`src/assert_macros.svh`:
```
// assertion helpers shared by the rtl
`ifndef ASSERT_MACROS_SVH
`define ASSERT_MACROS_SVH

// same-cycle implication, checked outside reset
`define ASSERT_IMPL(label, clk, rst_n, ante, cons) \
    label: assert property (@(posedge clk) disable iff (!rst_n) (ante) |-> (cons)) \
        else $error("assertion failed");

// next-cycle implication, checked outside reset
`define ASSERT_NEXT(label, clk, rst_n, ante, cons) \
    label: assert property (@(posedge clk) disable iff (!rst_n) (ante) |=> (cons)) \
        else $error("assertion failed");

`endif

```
`src/dfaesf_pkg.sv`:
```
`default_nettype none
package dfaesf_pkg;
    localparam int DEF_MAX_STATES  = 16;
    localparam int DEF_MAX_SYMBOLS = 4;
    localparam int STATE_W         = 4;
    localparam int MASK_W          = 16;
    localparam int COUNT_W         = 5;

    // control broadcast from the sequencer to every cell
    typedef struct packed {
        logic               init;
        logic               shift;
        logic               set;
        logic [STATE_W-1:0] set_row;
        logic [STATE_W-1:0] set_col;
        logic               acc_we;
        logic [STATE_W-1:0] acc_row;
        logic               acc_val;
    } t_cell_ctl;
endpackage
`default_nettype wire

```
`src/dfaesf_in_if.sv`:
```
`default_nettype none
interface dfaesf_in_if;
    logic       valid;
    logic       ready;
    logic [3:0] from_state;
    logic [1:0] symbol;
    logic [3:0] to_state;
    logic       accepting;
    logic       last;

    modport source (output valid, from_state, symbol, to_state, accepting, last,
                    input ready);
    modport sink (input valid, from_state, symbol, to_state, accepting, last,
                  output ready);
endinterface
`default_nettype wire

```
`src/dfaesf_out_if.sv`:
```
`default_nettype none
interface dfaesf_out_if;
    logic        valid;
    logic        ready;
    logic [3:0]  state_index;
    logic [15:0] equivalent_mask;
    logic        bad_target;
    logic        last_result;

    modport source (output valid, state_index, equivalent_mask, bad_target, last_result,
                    input ready);
    modport sink (input valid, state_index, equivalent_mask, bad_target, last_result,
                  output ready);
endinterface
`default_nettype wire

```
`src/dfaesf_cell.sv`:
```
`default_nettype none
module dfaesf_cell #(
    parameter int LIM = 16,
    parameter int IDX = 0
) (
    input  wire logic                  i_clk,
    input  wire logic                  i_rst_n,
    input  wire dfaesf_pkg::t_cell_ctl i_ctl,
    input  wire logic [LIM-1:0]        i_acc_vec,
    input  wire logic [LIM-1:0]        i_next_row,
    output logic [LIM-1:0]             o_row,
    output logic                       o_acc
);
    localparam int IW = $clog2(LIM);

    logic [LIM-1:0] r_row;
    logic           r_acc;
    logic [LIM-1:0] n_init_row;

    // pairs with a lower state that differ in acceptance
    always_comb begin
        for (int j = 0; j < LIM; j++) begin
            n_init_row[j] = (j < IDX) && (i_acc_vec[j] != r_acc);
        end
    end

    // accepting flag of this state
    always_ff @(posedge i_clk) begin
        if (!i_rst_n) begin
            r_acc <= 1'b0;
        end else if (i_ctl.acc_we && i_ctl.acc_row == dfaesf_pkg::STATE_W'(IDX)) begin
            r_acc <= i_ctl.acc_val;
        end
    end

    // distinguishability row: init, mark, or shift toward the output end
    always_ff @(posedge i_clk) begin
        if (i_ctl.init) begin
            r_row <= n_init_row;
        end else if (i_ctl.shift) begin
            r_row <= i_next_row;
        end else if (i_ctl.set && i_ctl.set_row == dfaesf_pkg::STATE_W'(IDX)) begin
            r_row[i_ctl.set_col[IW-1:0]] <= 1'b1;
        end
    end

    assign o_row = r_row;
    assign o_acc = r_acc;
endmodule
`default_nettype wire

```
`src/dfa_equivalent_state_finder.sv`:
```
// DFA equivalent-state finder, table-filling minimization.
// Input channel i_in: one transaction per transition entry (from_state, symbol,
// to_state, accepting of the source). Entries load one per cycle while idle.
// A transaction with last set loads its entry and starts minimization; ready is
// low until every result of that run has been handed to the output register.
// Config port: i_cfg_we / i_cfg_index / i_cfg_data, 0 = state_count,
// 1 = symbol_count, written while idle.
// One cell per state holds its acceptance and its row of distinguishable marks.
// Each marking pass walks all pairs and symbols in use; each (pair, symbol)
// step reads both targets from the single transition memory in S_RD, whose
// two reads are registered, and checks the target pair in S_CHK; passes
// repeat until none marks. Start passes through the S_INIT setup state, then
// the marking passes run and n results follow.
// Results leave on o_out in state order, one per cycle, as the cell chain
// shifts its rows toward the output; a stalled receiver holds the output
// register and the chain. Reset clears acceptance, the error flag and control
// state; the transition memory is undefined until written.
`default_nettype none
`include "assert_macros.svh"
module dfa_equivalent_state_finder #(
    parameter int MAX_STATES  = dfaesf_pkg::DEF_MAX_STATES,
    parameter int MAX_SYMBOLS = dfaesf_pkg::DEF_MAX_SYMBOLS
) (
    input  wire logic       i_clk,
    input  wire logic       i_rst_n,
    input  wire logic       i_cfg_we,
    input  wire logic       i_cfg_index,
    input  wire logic [4:0] i_cfg_data,
    dfaesf_in_if.sink       i_in,
    dfaesf_out_if.source    o_out
);
    localparam int LIM   = (MAX_STATES < 16) ? MAX_STATES : 16;
    localparam int IW    = $clog2(LIM);
    localparam int SYW   = (MAX_SYMBOLS > 1) ? $clog2(MAX_SYMBOLS) : 1;
    localparam int DEPTH = LIM * MAX_SYMBOLS;
    localparam int AW    = (DEPTH > 1) ? $clog2(DEPTH) : 1;
    localparam int CW    = dfaesf_pkg::COUNT_W;
    localparam int SW    = dfaesf_pkg::STATE_W;

    localparam logic [0:0] CFG_STATES  = 1'b0;
    localparam logic [0:0] CFG_SYMBOLS = 1'b1;

    localparam logic [2:0] S_IDLE = 3'd0;
    localparam logic [2:0] S_INIT = 3'd1;
    localparam logic [2:0] S_RD   = 3'd2;
    localparam logic [2:0] S_CHK  = 3'd3;
    localparam logic [2:0] S_EMIT = 3'd4;

    logic [CW-1:0]  r_sc, r_syc, r_n, r_syms, n_cur, n_syms;
    logic [2:0]     r_state;
    logic [SW-1:0]  r_i, r_j;
    logic [SYW-1:0] r_s;
    logic           r_chg, r_err, r_bad;
    logic [SW-1:0]  r_rd_a, r_rd_b;
    logic [SW-1:0]  mem [DEPTH];
    logic           r_ov, r_olast, r_obad;
    logic [SW-1:0]  r_oidx;
    logic [dfaesf_pkg::MASK_W-1:0] r_omask;

    logic           in_acc, load_ok, hit, already, emit_go, out_last, pass_end;
    logic [SW-1:0]  hi, lo;
    logic [AW-1:0]  wr_addr, rd_addr_a, rd_addr_b;
    logic [LIM-1:0] below, acc_vec;
    logic [LIM-1:0] rows [LIM];
    dfaesf_pkg::t_cell_ctl ctl;

    // configuration registers
    always_ff @(posedge i_clk) begin
        if (!i_rst_n) begin
            r_sc  <= CW'(2);
            r_syc <= CW'(2);
        end else if (i_cfg_we) begin
            case (i_cfg_index)
                CFG_STATES:  r_sc  <= i_cfg_data;
                CFG_SYMBOLS: r_syc <= {2'b00, i_cfg_data[2:0]};
                default: ;
            endcase
        end
    end

    // saturated counts in use
    always_comb begin
        n_cur  = (r_sc == '0) ? CW'(1) : ((r_sc > CW'(LIM)) ? CW'(LIM) : r_sc);
        n_syms = (r_syc == '0) ? CW'(1)
                 : ((r_syc > CW'(MAX_SYMBOLS)) ? CW'(MAX_SYMBOLS) : r_syc);
    end

    assign i_in.ready = (r_state == S_IDLE);
    assign in_acc     = i_in.valid && i_in.ready;
    assign load_ok    = in_acc && ({1'b0, i_in.from_state} < CW'(LIM))
                        && ({3'b000, i_in.symbol} < CW'(MAX_SYMBOLS));

    // memory addresses
    assign wr_addr   = AW'(AW'(i_in.from_state) * AW'(MAX_SYMBOLS) + AW'(i_in.symbol));
    assign rd_addr_a = AW'(AW'(r_i) * AW'(MAX_SYMBOLS) + AW'(r_s));
    assign rd_addr_b = AW'(AW'(r_j) * AW'(MAX_SYMBOLS) + AW'(r_s));

    // transition memory, one write and two registered reads
    always_ff @(posedge i_clk) begin
        if (load_ok) begin
            mem[wr_addr] <= i_in.to_state;
        end
        r_rd_a <= mem[rd_addr_a];
        r_rd_b <= mem[rd_addr_b];
    end

    // target pair lookup in the cell rows
    always_comb begin
        hi      = (r_rd_a > r_rd_b) ? r_rd_a : r_rd_b;
        lo      = (r_rd_a > r_rd_b) ? r_rd_b : r_rd_a;
        hit     = (r_rd_a != r_rd_b) && ({1'b0, hi} < r_n)
                  && rows[hi[IW-1:0]][lo[IW-1:0]];
        already = rows[r_i[IW-1:0]][r_j[IW-1:0]];
    end

    // last symbol of the last pair in a pass
    assign pass_end = ((CW'(r_s) + CW'(1)) >= r_syms) && ((r_j + SW'(1)) >= r_i)
                      && (({1'b0, r_i} + CW'(1)) >= r_n);

    assign emit_go  = (r_state == S_EMIT) && (!r_ov || o_out.ready);
    assign out_last = ({1'b0, r_i} + CW'(1)) == r_n;

    // cell control
    always_comb begin
        ctl         = '0;
        ctl.init    = (r_state == S_INIT);
        ctl.shift   = emit_go;
        ctl.set     = (r_state == S_CHK) && hit && !already;
        ctl.set_row = r_i;
        ctl.set_col = r_j;
        ctl.acc_we  = load_ok;
        ctl.acc_row = i_in.from_state;
        ctl.acc_val = i_in.accepting;
    end

    // chain of cells, row k hands to row k-1 while results drain
    for (genvar k = 0; k < LIM; k++) begin : g_cell
        logic [LIM-1:0] w_next;
        if (k == LIM - 1) begin : g_end
            assign w_next = '0;
        end else begin : g_mid
            assign w_next = rows[k+1];
        end
        dfaesf_cell #(.LIM(LIM), .IDX(k)) u_cell (
            .i_clk      (i_clk),
            .i_rst_n    (i_rst_n),
            .i_ctl      (ctl),
            .i_acc_vec  (acc_vec),
            .i_next_row (w_next),
            .o_row      (rows[k]),
            .o_acc      (acc_vec[k])
        );
    end

    // lower-state mask for the result
    always_comb begin
        for (int b = 0; b < LIM; b++) begin
            below[b] = (SW'(b) < r_i);
        end
    end

    // sequencer
    always_ff @(posedge i_clk) begin
        if (!i_rst_n) begin
            r_state <= S_IDLE;
            r_err   <= 1'b0;
            r_bad   <= 1'b0;
            r_chg   <= 1'b0;
            r_i     <= '0;
            r_j     <= '0;
            r_s     <= '0;
            r_n     <= CW'(2);
            r_syms  <= CW'(2);
        end else begin
            case (r_state)
                S_IDLE: begin
                    if (in_acc) begin
                        if (i_in.last) begin
                            r_bad   <= r_err || ({1'b0, i_in.to_state} >= n_cur);
                            r_err   <= 1'b0;
                            r_n     <= n_cur;
                            r_syms  <= n_syms;
                            r_state <= S_INIT;
                        end else if ({1'b0, i_in.to_state} >= n_cur) begin
                            r_err <= 1'b1;
                        end
                    end
                end
                S_INIT: begin
                    r_chg <= 1'b0;
                    r_s   <= '0;
                    r_j   <= '0;
                    if (r_n < CW'(2)) begin
                        r_i     <= '0;
                        r_state <= S_EMIT;
                    end else begin
                        r_i     <= SW'(1);
                        r_state <= S_RD;
                    end
                end
                S_RD: begin
                    r_state <= S_CHK;
                end
                S_CHK: begin
                    r_state <= S_RD;
                    if (pass_end) begin
                        r_chg <= 1'b0;
                    end else if (hit && !already) begin
                        r_chg <= 1'b1;
                    end
                    if ((CW'(r_s) + CW'(1)) < r_syms) begin
                        r_s <= r_s + SYW'(1);
                    end else begin
                        r_s <= '0;
                        if ((r_j + SW'(1)) < r_i) begin
                            r_j <= r_j + SW'(1);
                        end else begin
                            r_j <= '0;
                            if (({1'b0, r_i} + CW'(1)) < r_n) begin
                                r_i <= r_i + SW'(1);
                            end else if (r_chg || (hit && !already)) begin
                                r_i <= SW'(1);
                            end else begin
                                r_i     <= '0;
                                r_state <= S_EMIT;
                            end
                        end
                    end
                end
                S_EMIT: begin
                    if (emit_go) begin
                        if (out_last) begin
                            r_state <= S_IDLE;
                        end else begin
                            r_i <= r_i + SW'(1);
                        end
                    end
                end
                default: r_state <= S_IDLE;
            endcase
        end
    end

    // output register
    always_ff @(posedge i_clk) begin
        if (!i_rst_n) begin
            r_ov <= 1'b0;
        end else if (emit_go) begin
            r_ov <= 1'b1;
        end else if (o_out.ready) begin
            r_ov <= 1'b0;
        end
    end

    always_ff @(posedge i_clk) begin
        if (emit_go) begin
            r_oidx  <= r_i;
            r_omask <= dfaesf_pkg::MASK_W'(~rows[0] & below);
            r_obad  <= r_bad;
            r_olast <= out_last;
        end
    end

    assign o_out.valid           = r_ov;
    assign o_out.state_index     = r_oidx;
    assign o_out.equivalent_mask = r_omask;
    assign o_out.bad_target      = r_obad;
    assign o_out.last_result     = r_olast;

    `ASSERT_NEXT(a_start_init, i_clk, i_rst_n, in_acc && i_in.last, r_state == S_INIT)
    `ASSERT_IMPL(a_pair_order, i_clk, i_rst_n, r_state == S_CHK, r_j < r_i)
    `ASSERT_IMPL(a_row_in_use, i_clk, i_rst_n, r_state == S_CHK, {1'b0, r_i} < r_n)
    `ASSERT_IMPL(a_no_load_busy, i_clk, i_rst_n, r_state != S_IDLE, !i_in.ready)
endmodule
`default_nettype wire
```
`src/flat_wrapper.sv`:
```
// flat-port wrapper written by rule: the top's interface ports become plain ports
module dfa_equivalent_state_finder_flat 
#(
    parameter int MAX_STATES  = dfaesf_pkg::DEF_MAX_STATES,
    parameter int MAX_SYMBOLS = dfaesf_pkg::DEF_MAX_SYMBOLS
)
  (i_clk, i_rst_n, i_cfg_we, i_cfg_index, i_cfg_data, i_in_valid, i_in_from_state, i_in_symbol, i_in_to_state, i_in_accepting, i_in_last, i_in_ready, o_out_valid, o_out_state_index, o_out_equivalent_mask, o_out_bad_target, o_out_last_result, o_out_ready);
  dfaesf_in_if i_in_i ();
  dfaesf_out_if o_out_i ();
  input  wire logic i_clk;
  input  wire logic i_rst_n;
  input  wire logic i_cfg_we;
  input  wire logic i_cfg_index;
  input  wire logic [4:0] i_cfg_data;
  input wire logic [$bits(i_in_i.valid)-1:0] i_in_valid;
  input wire logic [$bits(i_in_i.from_state)-1:0] i_in_from_state;
  input wire logic [$bits(i_in_i.symbol)-1:0] i_in_symbol;
  input wire logic [$bits(i_in_i.to_state)-1:0] i_in_to_state;
  input wire logic [$bits(i_in_i.accepting)-1:0] i_in_accepting;
  input wire logic [$bits(i_in_i.last)-1:0] i_in_last;
  output wire logic [$bits(i_in_i.ready)-1:0] i_in_ready;
  output wire logic [$bits(o_out_i.valid)-1:0] o_out_valid;
  output wire logic [$bits(o_out_i.state_index)-1:0] o_out_state_index;
  output wire logic [$bits(o_out_i.equivalent_mask)-1:0] o_out_equivalent_mask;
  output wire logic [$bits(o_out_i.bad_target)-1:0] o_out_bad_target;
  output wire logic [$bits(o_out_i.last_result)-1:0] o_out_last_result;
  input wire logic [$bits(o_out_i.ready)-1:0] o_out_ready;
  assign i_in_i.valid = i_in_valid;
  assign i_in_i.from_state = i_in_from_state;
  assign i_in_i.symbol = i_in_symbol;
  assign i_in_i.to_state = i_in_to_state;
  assign i_in_i.accepting = i_in_accepting;
  assign i_in_i.last = i_in_last;
  assign i_in_ready = i_in_i.ready;
  assign o_out_valid = o_out_i.valid;
  assign o_out_state_index = o_out_i.state_index;
  assign o_out_equivalent_mask = o_out_i.equivalent_mask;
  assign o_out_bad_target = o_out_i.bad_target;
  assign o_out_last_result = o_out_i.last_result;
  assign o_out_i.ready = o_out_ready;
  dfa_equivalent_state_finder #(.MAX_STATES(MAX_STATES), .MAX_SYMBOLS(MAX_SYMBOLS)) u_core (.i_clk(i_clk), .i_rst_n(i_rst_n), .i_cfg_we(i_cfg_we), .i_cfg_index(i_cfg_index), .i_cfg_data(i_cfg_data), .i_in(i_in_i), .o_out(o_out_i));
endmodule
```
`config.mk`:
```
export PLATFORM = sky130hd
export DESIGN_NAME = dfa_equivalent_state_finder_flat
export DESIGN_NICKNAME = d
export VERILOG_FILES = /design/src/dfaesf_pkg.sv /design/src/dfaesf_in_if.sv /design/src/dfaesf_out_if.sv /design/src/dfaesf_cell.sv /design/src/dfa_equivalent_state_finder.sv /design/src/flat_wrapper.sv
export VERILOG_INCLUDE_DIRS = /design/src /design/src/src
export SDC_FILE = /design/constraint.sdc
export NUM_CORES = 1
export LEC_CHECK = 0
export BUFFER_PORTS_ARGS = -buffer_cell sky130_fd_sc_hd__buf_2
export CORE_MARGIN = 4
export CORE_UTILIZATION = 60
export DETAILED_ROUTE_END_ITERATION = 6
export PLACE_DENSITY = 0.83
export SLEW_MARGIN = 30
export SYNTH_ARGS = -nofsm -noshare
export SYNTH_HDL_FRONTEND = slang
export SYNTH_SLANG_ARGS = --single-unit
```
`constraint.sdc`:
```
create_clock -name i_clk -period 12.9 [get_ports i_clk]
set_clock_uncertainty 0.2 [all_clocks]
set_input_delay 0.645 -clock i_clk [delete_from_list [all_inputs] [get_ports i_clk]]
set_output_delay 0.645 -clock i_clk [all_outputs]
set_load 0.05 [all_outputs]
```
Word-level counts from Yosys, hierarchy flattened
Memories as Yosys holds them, arrays and structs flattened. A register that Yosys moved wholly into a read port is not among the register bits.
Cells that the tools add are included.
{"block": "totals", "register_bits": 329, "latch_bits": 0, "mem_bits_rw": 256, "romBits": 0, "input_bits": 23, "output_inout_bits": 24, "mem_count": 1}
{"block": "op_classes", "add_sub_neg": 8, "mul": 0, "n_div": 0, "magnitude_cmp": 33, "n_eq_ne": 164, "n_shift": 0, "mux": 97, "bitwise": 21, "reduce_logical": 95}
{"memory": "u_core.mem", "words": 64, "width": 4, "rd": 2, "rd_clocked_by_memory_dff": 2, "wr": 1, "line": "dfa_equivalent_state_finder.sv:55", "text": "logic [SW-1:0] mem [DEPTH];"}
{"operator": "$mux W16", "count": 34}
{"operator": "$or A16 B16 Y16", "count": 16}
{"operator": "$bmux W16 S4", "count": 2}
{"operator": "$ne A1 B1 Y1", "count": 120}
{"operator": "$eq A4 B4 Y1 const B", "count": 16}
{"operator": "$reduce_bool A3 Y1", "count": 16}
{"operator": "$mux W15", "count": 3}
{"operator": "$logic_and A1 B1 Y1", "count": 42}
{"operator": "$mux W4", "count": 10}
{"operator": "$reduce_bool A2 Y1", "count": 18}
{"operator": "$mux W3", "count": 11}
{"operator": "$eq A4 B3 Y1 const B", "count": 8}
{"operator": "$lt A4 B4 Y1 const A", "count": 8}
{"operator": "$mux W5", "count": 4}
{"operator": "$add A6 B2 Y6", "count": 3}
{"operator": "$and A16 B16 Y16", "count": 1}
{"operator": "$eq A4 B2 Y1 const B", "count": 4}
{"operator": "$lt A3 B4 Y1 const A", "count": 4}
{"operator": "$not A16 Y16", "count": 1}
{"operator": "$pmux W3 S5", "count": 1}
{"operator": "$mux W1", "count": 14}
{"operator": "$mux W14", "count": 1}
{"operator": "$mux W13", "count": 1}
{"operator": "$mux W12", "count": 1}
{"operator": "53 further kinds", "count": 79}

Longest topological paths before layout
{"block": "logic_depth", "ltp_word": 16, "depth_mapped": 20, "depth_no_buf": 16}

By module
Synthesis repeated with hierarchy kept, for this count alone.
{"block": "hier_totals", "hier_cells": 3314, "hier_area_um2": 36014.5}
{"mod": "dfa_equivalent_state_finder", "instances": 1, "cells_per_inst": 1486, "area_per_inst_um2": 18938.2, "seq_area_each_um2": 9138.8}
{"mod": "dfaesf_cell (u_core.g_cell[15].u_cell)", "instances": 1, "cells_per_inst": 118, "area_per_inst_um2": 1161.1, "seq_area_each_um2": 490.5}
{"mod": "dfaesf_cell (u_core.g_cell[14].u_cell)", "instances": 1, "cells_per_inst": 120, "area_per_inst_um2": 1149.9, "seq_area_each_um2": 480.5}
{"mod": "dfaesf_cell (u_core.g_cell[11].u_cell)", "instances": 1, "cells_per_inst": 120, "area_per_inst_um2": 1124.8, "seq_area_each_um2": 450.4}
{"mod": "dfaesf_cell (u_core.g_cell[12].u_cell)", "instances": 1, "cells_per_inst": 122, "area_per_inst_um2": 1123.6, "seq_area_each_um2": 460.4}
{"mod": "dfaesf_cell (u_core.g_cell[13].u_cell)", "instances": 1, "cells_per_inst": 119, "area_per_inst_um2": 1123.6, "seq_area_each_um2": 470.5}
{"mod": "dfaesf_cell (u_core.g_cell[9].u_cell)", "instances": 1, "cells_per_inst": 114, "area_per_inst_um2": 1114.8, "seq_area_each_um2": 430.4}
{"mod": "dfaesf_cell (u_core.g_cell[10].u_cell)", "instances": 1, "cells_per_inst": 121, "area_per_inst_um2": 1093.5, "seq_area_each_um2": 440.4}
{"mod": "dfaesf_cell (u_core.g_cell[6].u_cell)", "instances": 1, "cells_per_inst": 110, "area_per_inst_um2": 1071.0, "seq_area_each_um2": 400.4}
{"mod": "dfaesf_cell (u_core.g_cell[7].u_cell)", "instances": 1, "cells_per_inst": 111, "area_per_inst_um2": 1062.3, "seq_area_each_um2": 410.4}
{"mod": "dfaesf_cell (u_core.g_cell[5].u_cell)", "instances": 1, "cells_per_inst": 110, "area_per_inst_um2": 1054.8, "seq_area_each_um2": 390.4}
{"mod": "dfaesf_cell (u_core.g_cell[8].u_cell)", "instances": 1, "cells_per_inst": 119, "area_per_inst_um2": 1052.3, "seq_area_each_um2": 420.4}
{"mod": "dfaesf_cell (u_core.g_cell[3].u_cell)", "instances": 1, "cells_per_inst": 108, "area_per_inst_um2": 1051.0, "seq_area_each_um2": 370.4}
{"mod": "dfaesf_cell (u_core.g_cell[4].u_cell)", "instances": 1, "cells_per_inst": 111, "area_per_inst_um2": 1041.0, "seq_area_each_um2": 380.4}
{"mod": "3 more rows"}

Worst setup path after synthesis
OpenSTA, ideal clock, no wires.
{"block": "synth_timing", "kind": "register to register", "startpoint": "register u_core.r_rd_b[1], read port of u_core.mem", "endpoint": "register u_core.g_cell[9].u_cell.r_row[0], enable pin", "setup_ns": 0.390, "t_arrival_ns": 4.191, "setup_slack_ns": 8.119, "path_stages_with_launch": 16, "period_less_slack_ns": 4.781, "cell_sequence": "dfxtp_1 -> inv_1 -> ha_1 -> nor2b_1 -> o211ai_2 -> a21oi_2 -> buf_2 -> mux2_2 -> a311o_1 -> o22ai_1 -> nor3_1 -> o311a_1 -> and4_1 -> or3_1 -> clkbuf_1 -> o31ai_1"}
{"block": "synth_via", "elab_chain_len": 13, "elab_cells_between_ends": 17, "classes_between": "2 x order compare; 1 x eq/ne; 7 x mux; 1 x bitwise; 6 x reduce/logical"}
{"element": "from (decl)", "line": "dfa_equivalent_state_finder.sv:54", "text": "logic [SW-1:0] r_rd_a, r_rd_b;"}
{"element": "$gt A4 B4 Y1", "line": "dfa_equivalent_state_finder.sv:109, dfa_equivalent_state_finder.sv:110"}
{"element": "$mux W4", "line": "dfa_equivalent_state_finder.sv:109", "text": "hi = (r_rd_a > r_rd_b) ? r_rd_a : r_rd_b;"}
{"element": "$not A4 Y5 (implied by the code)", "line": "dfa_equivalent_state_finder.sv:112", "text": "&& rows[hi[IW-1:0]][lo[IW-1:0]];"}
{"element": "$bmux W16 S4", "line": "dfa_equivalent_state_finder.sv:112"}
{"element": "$mux W16 (implied by the code) (2 in series)", "line": "dfa_equivalent_state_finder.sv:112"}
{"element": "$bmux W1 S4", "line": "dfa_equivalent_state_finder.sv:112"}
{"element": "$mux W1 (implied by the code)", "line": "dfa_equivalent_state_finder.sv:112"}
{"element": "$logic_and A1 B1 Y1 *", "line": "dfa_equivalent_state_finder.sv:112"}
{"element": "$logic_and A1 B1 Y1 * (2 in series)", "line": "dfa_equivalent_state_finder.sv:128", "text": "ctl.set = (r_state == S_CHK) && hit && !already;"}
{"element": "$logic_and A1 B1 Y1 *", "line": "dfaesf_cell.sv:42", "text": "end else if (i_ctl.set && i_ctl.set_row == dfaesf_pkg::STATE_W'(IDX)) begin"}
{"element": "$reduce_bool A3 Y1 (no line) *"}
{"element": "to (signal assigned)", "line": "dfaesf_cell.sv:39", "text": "r_row <= n_init_row;"}
{"element": "to (signal assigned)", "line": "dfaesf_cell.sv:41", "text": "r_row <= i_next_row;"}
{"element": "to (decl)", "line": "dfaesf_cell.sv:16", "text": "logic [LIM-1:0] r_row;"}
Mark *: on every way between the ends. The rest lies on a longest branch, timed or not. The select of a mux whose other input is x is not followed.
A chain may end at the register's enable or synchronous reset.

Worst setup path after layout
{"block": "layout_timing", "startpoint": "register u_core.r_rd_b[1], read port of u_core.mem", "endpoint": "register u_core.g_cell[8].u_cell.r_row[3], enable pin"}
{"block": "layout_via", "elab_chain_len": 13, "elab_cells_between_ends": 17, "classes_between": "2 x order compare; 1 x eq/ne; 7 x mux; 1 x bitwise; 6 x reduce/logical"}
{"element": "$gt A4 B4 Y1", "line": "dfa_equivalent_state_finder.sv:109, dfa_equivalent_state_finder.sv:110"}
{"element": "$mux W4", "line": "dfa_equivalent_state_finder.sv:109"}
{"element": "$not A4 Y5 (implied by the code)", "line": "dfa_equivalent_state_finder.sv:112"}
{"element": "$bmux W16 S4", "line": "dfa_equivalent_state_finder.sv:112"}
{"element": "$mux W16 (implied by the code) (2 in series)", "line": "dfa_equivalent_state_finder.sv:112"}
{"element": "$bmux W1 S4", "line": "dfa_equivalent_state_finder.sv:112"}
{"element": "$mux W1 (implied by the code)", "line": "dfa_equivalent_state_finder.sv:112"}
{"element": "$logic_and A1 B1 Y1 *", "line": "dfa_equivalent_state_finder.sv:112"}
{"element": "$logic_and A1 B1 Y1 * (2 in series)", "line": "dfa_equivalent_state_finder.sv:128"}
{"element": "$logic_and A1 B1 Y1 *", "line": "dfaesf_cell.sv:42"}
{"element": "$reduce_bool A3 Y1 (no line) *"}
{"element": "to (signal assigned)", "line": "dfaesf_cell.sv:39"}
{"element": "to (signal assigned)", "line": "dfaesf_cell.sv:41"}
{"element": "to (decl)", "line": "dfaesf_cell.sv:16"}
Marked as above.

==> flow_summary.ini <==
[grt]
antenna_found_initial = 5
first_global_vias = 25400
grt_pass1_wl_um = 169000
grt_max_degree = 228
grt.total_usage_pct = 39.7
grt_overflow = 0

[power_and_ir_drop]
combinationalPowerShare_pct = 11.7
switchingPower_mw = 1.26
power_density_nw_per_um2 = 132
p_leak_nw = 11.0
pwr-share-clk_pct = 39.9
power.share.switching_pct = 27.4
power.internal_mw = 3.33
peakVddDrop_uv = 166
seq_power_share_pct = 48.3

[clock_network]
post_cts_buffers = 0
clk_pin_slew_worst_paths_ns = 0.06
clk_latency_ns = 0.68
cts_resized = 0
cts-root-buf = clkbuf_16
clockBufferDepth = 3
cts_max_level = 2
cts_buffers = 61
clock_sinks = 590
postCtsHoldBufs = 0
cts_tree = done

[placement]
dp_cells = 3404
post-dp-hpwl_um = 72900
io_buffers = 45
gp_congestion = 1.02
pre_cts_ws_ns = 5.41

[critical_path]
arrival_ns = 7.94
cp_cell_sequence = inv_1 -> ha_1 -> nor2b_1 -> o211ai_2 -> a21oi_2 -> mux2i_4 -> buf_4 -> inv_1 -> buf_4 -> nor2_1 -> a22o_1 -> o311a_1 -> nor4_1 -> nor4_4 -> buf_4 -> nand3_1 -> nand2_1
crit_top_cell = buf_4
reg2reg_from = u_core.r_rd_b[1]
slowest_stage = buf_4
crit_type = reg2reg
r2r_slack_ns = 5.07
endpoint_kind = flop
slowest_delay_ns = 0.78
cp_max_fo = 68
start_kind = flop
reg2reg_to = u_core.g_cell[8].u_cell.o_row[3]
worst_ep_required_time_ns = 13.01
r2r_cells = 17

[logic_synthesis]
synth.yosys.seq_area_share_pct = 49.3
synth_edf_count = 397
ys_ff_latch = 590
synthArstFlopShare_pct = 0
syn_avg_cell_area_um2 = 11.1
yosys_warnings = 0
syn_inst = 2897
ys_types = 74
syn_area_um2 = 32000
syn_nets = 2951
ys.flop_type = edfxtp_1

[run]
max-cap-violations = 0

[sta]
holdWs_ns = 0.0477
max_freq_mhz = 128
fin_setup_tns_ns = 0
layout_setup_ws_ns = 5.07
slew_viol_final = 0
relSlewSlack_pct = 23.8
period_share_pct = 60.7
hold_viol_final = 0
rsz0062_at_grt = no
worstMarginPinSlew_ns = 1.14
period_minus_slack_ns = 7.83
setup_violations = 0

[floorplanning]
core_area_um2 = 52700
pin_count = 47
die_height_um = 239
initial_core_util_pct = 60.8
die_area_um2 = 57100
rows = 84
fp.dieW_um = 239

[hold_path]
hold_class = in2reg
hold_path_depth = 3
hold_end = u_core.r_sc[1]
min_from = i_cfg_data[1]

[route]
wirelength_um = 116000
drt-initial-drc-count = 4363
dr.pass1.iters = 6
num_vias = 26900
ant_nets = 0
viasPerCell = 7.65
drcViolationCount = 0
drt-wirelength-per-cell_um = 33.1

[finish]
final_core_util_pct = 65.8
drive_above_1_share_pct = 14.1
nFillCells = 3797
final_common_cell = edfxtp_1
fin_cells = 3520
final_cell_mix = edfxtp_1, o21ai_0, nand2_1
nets = 2834
syn_to_final_growth_pct = 8.14

[status]
status = finished, final reports clean
==> critical path, delay by kind of cell (launching register included) <==
| kind | cells | cell delay (ns) |
|---|---|---|
| adder cells (fa/ha/maj) | 1 | 0.32 |
| AND/OR/NAND/NOR | 6 | 2.36 |
| multiplexers | 1 | 0.34 |
| AO/OA/AOI/OAI | 4 | 1.31 |
| flip-flops | 1 | 0.45 |
| buffers and inverters | 5 | 2.44 |
==> sequential cells by signal, summed over array words and instances (netlist names), 5 cells and up <==
signal / cells
u_core.r_n: 5
u_core.mem: 256
u_core.g_cell.u_cell.o_row: 256
u_core.g_cell.u_cell.o_acc: 16
u_core.r_sc: 5
u_core.o_out.equivalent_mask: 15
==> metal layers <==
layer	up-vias	wire [µm]	track usage, %
li1	11000	-	-
met1	12800	39600	50.7
met2	2501	51300	59.9
met3	624	15200	10.2
met4	8	10200	26.7
met5	-	58	0
==> cells by family after synthesis <==
| group | Yosys count | synth area share (%) |
|---|---|---|
| AOI/OAI and AO/OA | 829 | 16.8 |
| adders and majority gates | 31 | 1.21 |
| buffers and inverters | 314 | 3.88 |
| DFF | 590 | 49.3 |
| muxes | 290 | 14.5 |
| other | 1 | 0.0117 |
| xor gates and xnor gates | 124 | 3.39 |
| and+or+nand+nor | 718 | 10.9 |
==> power groups by stage <==
| stage | registers (mW) | logic (mW) | clock network (mW) |
|---|---|---|---|
| 2_1_floorplan | 2.19 | 0.373 | 0 |
| 3_3_place_gp | 2.24 | 0.499 | 0 |
| 6_report | 2.22 | 0.538 | 1.83 |
| 3_5_place_dp | 2.25 | 0.515 | 0 |
| 5_1_grt | 2.22 | 0.571 | 1.91 |
| 4_1_cts | 2.21 | 0.519 | 1.83 |
==> metrics by stage <==
step,cell area (µm²),power (mW)
2_1_floorplan,32000,2.56
3_3_place_gp,32500,2.74
3_5_place_dp,32500,2.76
4_1_cts,34600,4.55
5_1_grt,34600,4.70
6_report,34600,4.59
==> layout make-up <==
cell class / count / area, µm² / area share [%]
Sequential cell: 590 / 15800 / 45.7
Multi-Input combinational cell: 1993 / 15100 / 43.6
Clock buffer: 74 / 1580 / 4.55
Tap cell: 688 / 861 / 2.49
Timing Repair Buffer: 104 / 713 / 2.06
Clock inverter: 39 / 452 / 1.30
Inverter: 30 / 120 / 0.347
Antenna cell: 2 / 5.00 / 0.0145
==> how the worst max path moves through the flow <==
stage,slack (ns),from,to
3_3_place_gp,5.69,u_core.r_rd_b[1],u_core.g_cell[8].u_cell.o_row[6]
2_1_floorplan,8.12,u_core.r_rd_b[1],u_core.g_cell[9].u_cell.o_row[0]
3_5_place_dp,5.41,u_core.r_rd_b[1],u_core.g_cell[10].u_cell.o_row[0]
4_1_cts,5.35,u_core.r_rd_b[1],u_core.g_cell[8].u_cell.o_row[5]
6_report,5.07,u_core.r_rd_b[1],u_core.g_cell[8].u_cell.o_row[3]
5_1_grt,4.96,u_core.r_rd_b[1],u_core.g_cell[8].u_cell.o_row[3]
==> synth_stat cells (5+ instances only) <==
cell,n,area (µm²)
a2111oi_0,10,87.6
a211oi_1,40,300
a21boi_0,15,113
a21o_1,6,45.0
a21oi_1,105,526
a221oi_1,20,175
a22oi_1,35,263
a311oi_1,19,166
a31oi_1,51,319
a32oi_1,17,149
a41oi_1,6,52.6
and2_1,19,119
and3_1,32,200
buf_1,44,165
buf_2,38,190
clkbuf_1,198,743
dfxtp_1,193,3860
edfxtp_1,397,11900
ha_1,31,388
inv_1,27,101
mux2_2,30,338
mux2i_1,122,1220
mux4_2,137,3090
nand2_1,218,818
nand2b_1,13,81.3
nand3_1,93,465
nand4_1,8,50.1
nor2_1,144,541
nor2b_1,36,225
nor3_1,21,105
nor3b_1,5,37.5
o211ai_1,129,968
o21ai_0,246,1230
o221ai_1,8,70.1
o22ai_1,70,438
o31ai_1,7,52.6
or3_1,111,694
xnor2_1,122,1070
No activity file was read; power rests on OpenSTA's default activity.
